<file path="src/hw/rtl/pdm_pkg.sv">
// Shared types and constants for the pose delta to motion block.
package pdm_pkg;

  // Fraction bits of the rotation entries (Q2.14).
  localparam int ROT_FRAC = 14;

  // Configuration register indexes.
  typedef logic [2:0] cfg_idx_t;
  localparam cfg_idx_t CFG_PIVOT_X  = 3'd0;
  localparam cfg_idx_t CFG_PIVOT_Y  = 3'd1;
  localparam cfg_idx_t CFG_PIVOT_Z  = 3'd2;
  localparam cfg_idx_t CFG_MAX_STEP = 3'd3;
  localparam cfg_idx_t CFG_GAP_MS   = 3'd4;

  // Operand selection of the shared multiplier.
  typedef enum logic [2:0] {
    OP_DMAT = 3'd0,
    OP_ORB  = 3'd1,
    OP_LIM  = 3'd2,
    OP_MAG  = 3'd3,
    OP_PROJ = 3'd4
  } op_t;

  // Commands from the controller to the datapath.
  typedef struct packed {
    logic       load_in;
    logic       flag_evt;
    logic       seed;
    logic       issue;
    op_t        op;
    logic [1:0] i;
    logic [1:0] j;
    logic [1:0] k;
    logic       first;
    logic       last;
  } pdm_cmd_t;

  // Status from the datapath to the controller.
  typedef struct packed {
    logic mode;
    logic motion_on;
    logic have_ref;
    logic gap_over;
    logic step_over;
  } pdm_stat_t;

endpackage

</file>
<file path="src/hw/rtl/pdm_ctrl.sv">
// Controller: sequences the multiply-accumulate passes and the handshakes.
module pdm_ctrl (
  input  logic               clk,
  input  logic               rst_n,
  input  logic               in_valid,
  output logic               in_ready,
  output logic               out_valid,
  input  logic               out_ready,
  input  pdm_pkg::pdm_stat_t stat,
  output pdm_pkg::pdm_cmd_t  cmd
);
  import pdm_pkg::*;

  typedef enum logic [10:0] {
    ST_IDLE   = 11'b00000000001,
    ST_CHECK  = 11'b00000000010,
    ST_DMAT   = 11'b00000000100,
    ST_ORB    = 11'b00000001000,
    ST_LIM    = 11'b00000010000,
    ST_MAG    = 11'b00000100000,
    ST_MWAIT  = 11'b00001000000,
    ST_DECIDE = 11'b00010000000,
    ST_PROJ   = 11'b00100000000,
    ST_PWAIT  = 11'b01000000000,
    ST_OUT    = 11'b10000000000
  } state_t;

  state_t     state_r, state_nxt;
  logic [1:0] i_r, i_nxt, j_r, j_nxt, k_r, k_nxt;

  always_comb begin
    state_nxt = state_r;
    i_nxt     = i_r;
    j_nxt     = j_r;
    k_nxt     = k_r;
    cmd       = '0;
    cmd.op    = OP_DMAT;
    cmd.i     = i_r;
    cmd.j     = j_r;
    cmd.k     = k_r;
    cmd.first = (k_r == 2'd0);
    cmd.last  = (k_r == 2'd2);
    in_ready  = 1'b0;
    out_valid = 1'b0;
    unique case (state_r)
      ST_IDLE: begin
        in_ready = 1'b1;
        if (in_valid) begin
          cmd.load_in = 1'b1;
          state_nxt   = ST_CHECK;
        end
      end
      ST_CHECK: begin
        i_nxt = 2'd0;
        j_nxt = 2'd0;
        k_nxt = 2'd0;
        if (!stat.mode) begin
          cmd.flag_evt = 1'b1;
          state_nxt    = ST_IDLE;
        end else if (!stat.have_ref || stat.gap_over) begin
          cmd.seed  = 1'b1;
          state_nxt = ST_IDLE;
        end else begin
          state_nxt = ST_DMAT;
        end
      end
      ST_DMAT: begin
        cmd.issue = 1'b1;
        k_nxt     = k_r + 2'd1;
        if (k_r == 2'd2) begin
          k_nxt = 2'd0;
          j_nxt = j_r + 2'd1;
          if (j_r == 2'd2) begin
            j_nxt = 2'd0;
            i_nxt = i_r + 2'd1;
            if (i_r == 2'd2) begin
              i_nxt     = 2'd0;
              state_nxt = ST_ORB;
            end
          end
        end
      end
      ST_ORB, ST_PROJ: begin
        cmd.issue = 1'b1;
        cmd.op    = (state_r == ST_ORB) ? OP_ORB : OP_PROJ;
        k_nxt     = k_r + 2'd1;
        if (k_r == 2'd2) begin
          k_nxt = 2'd0;
          i_nxt = i_r + 2'd1;
          if (i_r == 2'd2) begin
            i_nxt     = 2'd0;
            state_nxt = (state_r == ST_ORB) ? ST_LIM : ST_PWAIT;
          end
        end
      end
      ST_LIM: begin
        cmd.issue = 1'b1;
        cmd.op    = OP_LIM;
        cmd.first = 1'b1;
        cmd.last  = 1'b1;
        state_nxt = ST_MAG;
      end
      ST_MAG: begin
        cmd.issue = 1'b1;
        cmd.op    = OP_MAG;
        k_nxt     = k_r + 2'd1;
        if (k_r == 2'd2) begin
          k_nxt     = 2'd0;
          state_nxt = ST_MWAIT;
        end
      end
      ST_MWAIT: state_nxt = ST_DECIDE;
      ST_DECIDE: begin
        if (stat.step_over) begin
          cmd.seed  = 1'b1;
          state_nxt = ST_IDLE;
        end else begin
          state_nxt = ST_PROJ;
        end
      end
      ST_PWAIT: begin
        cmd.seed  = 1'b1;
        state_nxt = ST_OUT;
      end
      ST_OUT: begin
        out_valid = 1'b1;
        if (out_ready) state_nxt = ST_IDLE;
      end
      default: state_nxt = ST_IDLE;
    endcase
  end

  always_ff @(posedge clk) begin
    if (!rst_n) begin
      state_r <= ST_IDLE;
      i_r     <= '0;
      j_r     <= '0;
      k_r     <= '0;
    end else begin
      state_r <= state_nxt;
      i_r     <= i_nxt;
      j_r     <= j_nxt;
      k_r     <= k_nxt;
    end
  end

endmodule

</file>
<file path="config.mk">
export PLATFORM = sky130hd
export DESIGN_NAME = pdm_ctrl
export DESIGN_NICKNAME = d
export VERILOG_FILES = /design/src/hw/rtl/pdm_pkg.sv /design/src/hw/rtl/pdm_ctrl.sv
export SDC_FILE = /design/constraint.sdc
export NUM_CORES = 1
export LEC_CHECK = 0
export ABC_AREA = 1
export BUFFER_PORTS_ARGS = -buffer_cell sky130_fd_sc_hd__buf_2
export CAP_MARGIN = 20
export CORE_UTILIZATION = 47
export CTS_CLUSTER_DIAMETER = 100
export CTS_CLUSTER_SIZE = 20
export DETAILED_ROUTE_END_ITERATION = 10
export PLACE_DENSITY = 0.82
export SLEW_MARGIN = 25
export SYNTH_ARGS = -nofsm -noshare
export SYNTH_HDL_FRONTEND = slang
export SYNTH_SLANG_ARGS = --single-unit
export TNS_END_PERCENT = 100
</file>
<file path="constraint.sdc">
create_clock -name clk -period 1.23 [get_ports clk]
set_input_delay 0.123 -clock clk [delete_from_list [all_inputs] [get_ports clk]]
set_output_delay 0.123 -clock clk [all_outputs]
set_load 0.01 [all_outputs]
</file>
==> results.py <==
metrics = {
    "worst_setup_path": {
        "end_kind": "primary output",
        "slowest_stage": "dfxtp_2",
        "critical_path.top_delay_family": "simple AND/OR/NAND/NOR gates",
        "critPathRequiredTime_ps": 1110,
        "worstPathMaxFanout": 3,
        "startpoint_type": "flop",
        "crit_buf_inv": 4,
        "worstSetupPathType": "reg -> out",
        "slowest_delay_ps": 390,
        "cp_cell_sequence": "inv_1, nor3_1, nand2_2, nand3_4, buf_6, nor2_4, inv_1, buf_2",
        "arrival_ps": 1610,
        "crit_top_cell": "inv_1",
    },
    "layout": {
        "antenna_cells": 0,
        "final_area_sq_um": 1769,
        "area_growth_pct": 59.96,
        "drive_above_1_share_pct": 50.00,
        "nNetsFinal": 252,
        "final_util_pct": 79.98,
        "fin_cells": 270,
    },
    "clocking": {
        "cts_buffers": 3,
        "ctsHoldBuffers": 0,
        "clk_path_buf_depth": 2,
        "cts-root-buf": "clkbuf_4",
        "cts.sinks": 17,
        "h-tree-depth": 1,
        "path_clk_slew_ps": 110,
        "cts_tree": "yes",
        "clock_latency_ps": 300,
    },
    "global_route": {
        "grt_pass1_wl_microns": 5361,
        "grt_pass1_vias": 1265,
        "antenna_found_initial": 0,
        "grt_overflow_total": 0,
        "track_usage_pct": 27.73,
        "grt_max_degree": 13,
    },
    "routing": {
        "vias_per_cell": 5.200,
        "wl_per_cell_microns": 14.01,
        "drc": 0,
        "antenna_left": 0,
        "firstDrtPassIters": 4,
        "drtIter0Drc": 52,
        "finalWirelength_microns": 3784,
        "vias": 1404,
    },
    "power": {
        "vdd_drop_max_mv": 1.524,
        "p_leak_nw": 0.9463,
        "fin_total_pwr_mw": 3.975,
        "p_per_area_nw_per_um2": 2247,
    },
    "timing": {
        "rsz0062_at_grt": "yes",
        "maxSlewViolCount": 0,
        "fin_crit_sh_pct": 140.9,
        "fin_skew_ps": 11.45,
        "worst_slack_ps": -502.6,
        "finalCriticalPeriod_ps": 1733,
        "max-slew-margin-rel_pct": 75.02,
        "hold_viol": 0,
        "setup_viol": 28,
        "clock.fmax_mhz": 577.2,
        "worst_slew_pin_slew_ps": 371.9,
    },
    "floorplan": {
        "core_sq_um": 2212,
        "start_util_pct": 50.00,
        "die_area_sq_um": 2551,
        "rows": 17,
        "chipWidth_microns": 50.51,
        "io_pins": 26,
        "die_height_microns": 50.51,
    },
    "hold_path": {
        "hp-class": "in -> reg",
    },
    "synth": {
        "synth_ff_type": "dfxtp_1",
        "netlist_area_sq_um": 1106,
        "async_flop_share_pct": 0,
        "syn_nets": 191,
        "syn_inst": 182,
        "synth.top_cell.area_share_pct": 30.77,
        "synth-edff-count": 0,
        "synth_area_leaders": "dfxtp_1 31%, nand2_1 16%, inv_1 12%",
        "synth_area_per_cell_sq_um": 6.077,
        "ys_ff_latch": 17,
        "yosysMostFrequentCell": "nand2_1",
        "ys_seq_area_share_pct": 30.77,
        "yosysWarnings": 0,
        "yosys.cell_types.count": 20,
        "ys_top_cells_by_count": "48 x nand2_1, 35 x inv_1, 29 x nor2_1",
        "yosys.area.top_type": "dfxtp_1",
    },
    "run": {
        "maxCapViolCount": 0,
    },
    "outcome": {
        "violations": "negative setup slack",
        "outcome": "finished, violations left",
    },
    "place": {
        "hpwl_microns": 2066,
        "gp_congestion": 0.8186,
        "dpl-instance-area_sq_um": 1461,
        "port_buffers": 24,
        "post-place-cells": 256,
    },
}
worst reg2reg max path: stages, from the launching register on:
cell     delay [ps]
dfxtp_2         390
inv_1            80
nor3_1          300
nand2_2         150
nand3_4          90
buf_6           150
nand2_8          80
nand3_4         160
nand2_1          90
nand2_1          70
nor2_1           40
flip-flops by register name, summed over array words and instances (netlist names):
register,cells
state_r,11
j_r,2
i_r,2
k_r,2
through the flow:
step           worst slack [ps]  TNS (ps)  hold WS (ps)
3_5_place_dp             -324.9     -4254         472.4
3_3_place_gp             -284.2     -4106         470.0
6_report                 -502.6    -11050         156.9
5_1_grt                  -565.2    -13220         167.1
2_1_floorplan            -121.7     -1573         268.9
4_1_cts                  -383.3     -8316         156.4
cells in the final DEF, fill, tap and decap left out, types with 8 or more instances in the layout:
cell,synthesis,layout
nand3_1,10,8
nand2_2,5,12
buf_6,1,8
buf_2,0,22
buf_4,0,27
nand2_1,48,36
nor2_4,1,9
nor2_1,29,23
inv_1,35,29
dfxtp_2,0,9
cell families (layout without fill, tap and decap cells):
group / Yosys count / in the layout / synth area share [%]
buffers and inverters: 38 / 97 / 13.57
AOI/OAI and AO/OA: 11 / 11 / 5.203
and+or+nand+nor: 116 / 117 / 50.45
DFF: 17 / 17 / 30.77
routing by layer:
metal	vias to the layer above	share of wire [%]	global-route usage [%]
li1	673	-	-
met1	645	40	36.06
met2	69	49	45.78
met3	17	7.9	5.455
met4	0	3.6	8.796
met5	-	0	0
final cells by class:
type | count | area, sq um
Sequential cell | 17 | 355.3
Inverter | 36 | 137.6
Timing Repair Buffer | 57 | 402.9
Fill cell | 144 | 442.9
Clock buffer | 4 | 26.28
Multi-Input combinational cell | 128 | 812.0
Tap cell | 28 | 35.03
power breakdown:
| part | total [mW] | switching (mW) | internal, mW |
|---|---|---|---|
| Combinational | 2.81 | 1.69 | 1.12 |
| Clock | 0.316 | 0.189 | 0.126 |
| Sequential | 0.853 | 0.151 | 0.702 |
worst paths after layout:
| kind | start | to | slack (ps) | cells after the start |
|---|---|---|---|---|
| max | state_r[8]$_SDFFE_PN0P_ | cmd[11] | -500 | 8 |
| min | rst_n | state_r[3]$_SDFFE_PN0P_ | 160 | 3 |
| max reg2reg | state_r[8]$_SDFFE_PN0P_ | state_r[8]$_SDFFE_PN0P_ | -480 | 10 |
| min reg2reg | k_r[0]$_SDFFE_PN0P_ | k_r[0]$_SDFFE_PN0P_ | 560 | 3 |
what timing repair did:
item                                    in CTS  in global routing
cloned                                       1                  0
gates resized for setup                     40                 23
endpoints found under the setup margin      28                 28
pin swaps                                   13                 15
setup buffers                                7                  2
(Power assumes the default switching activity.)
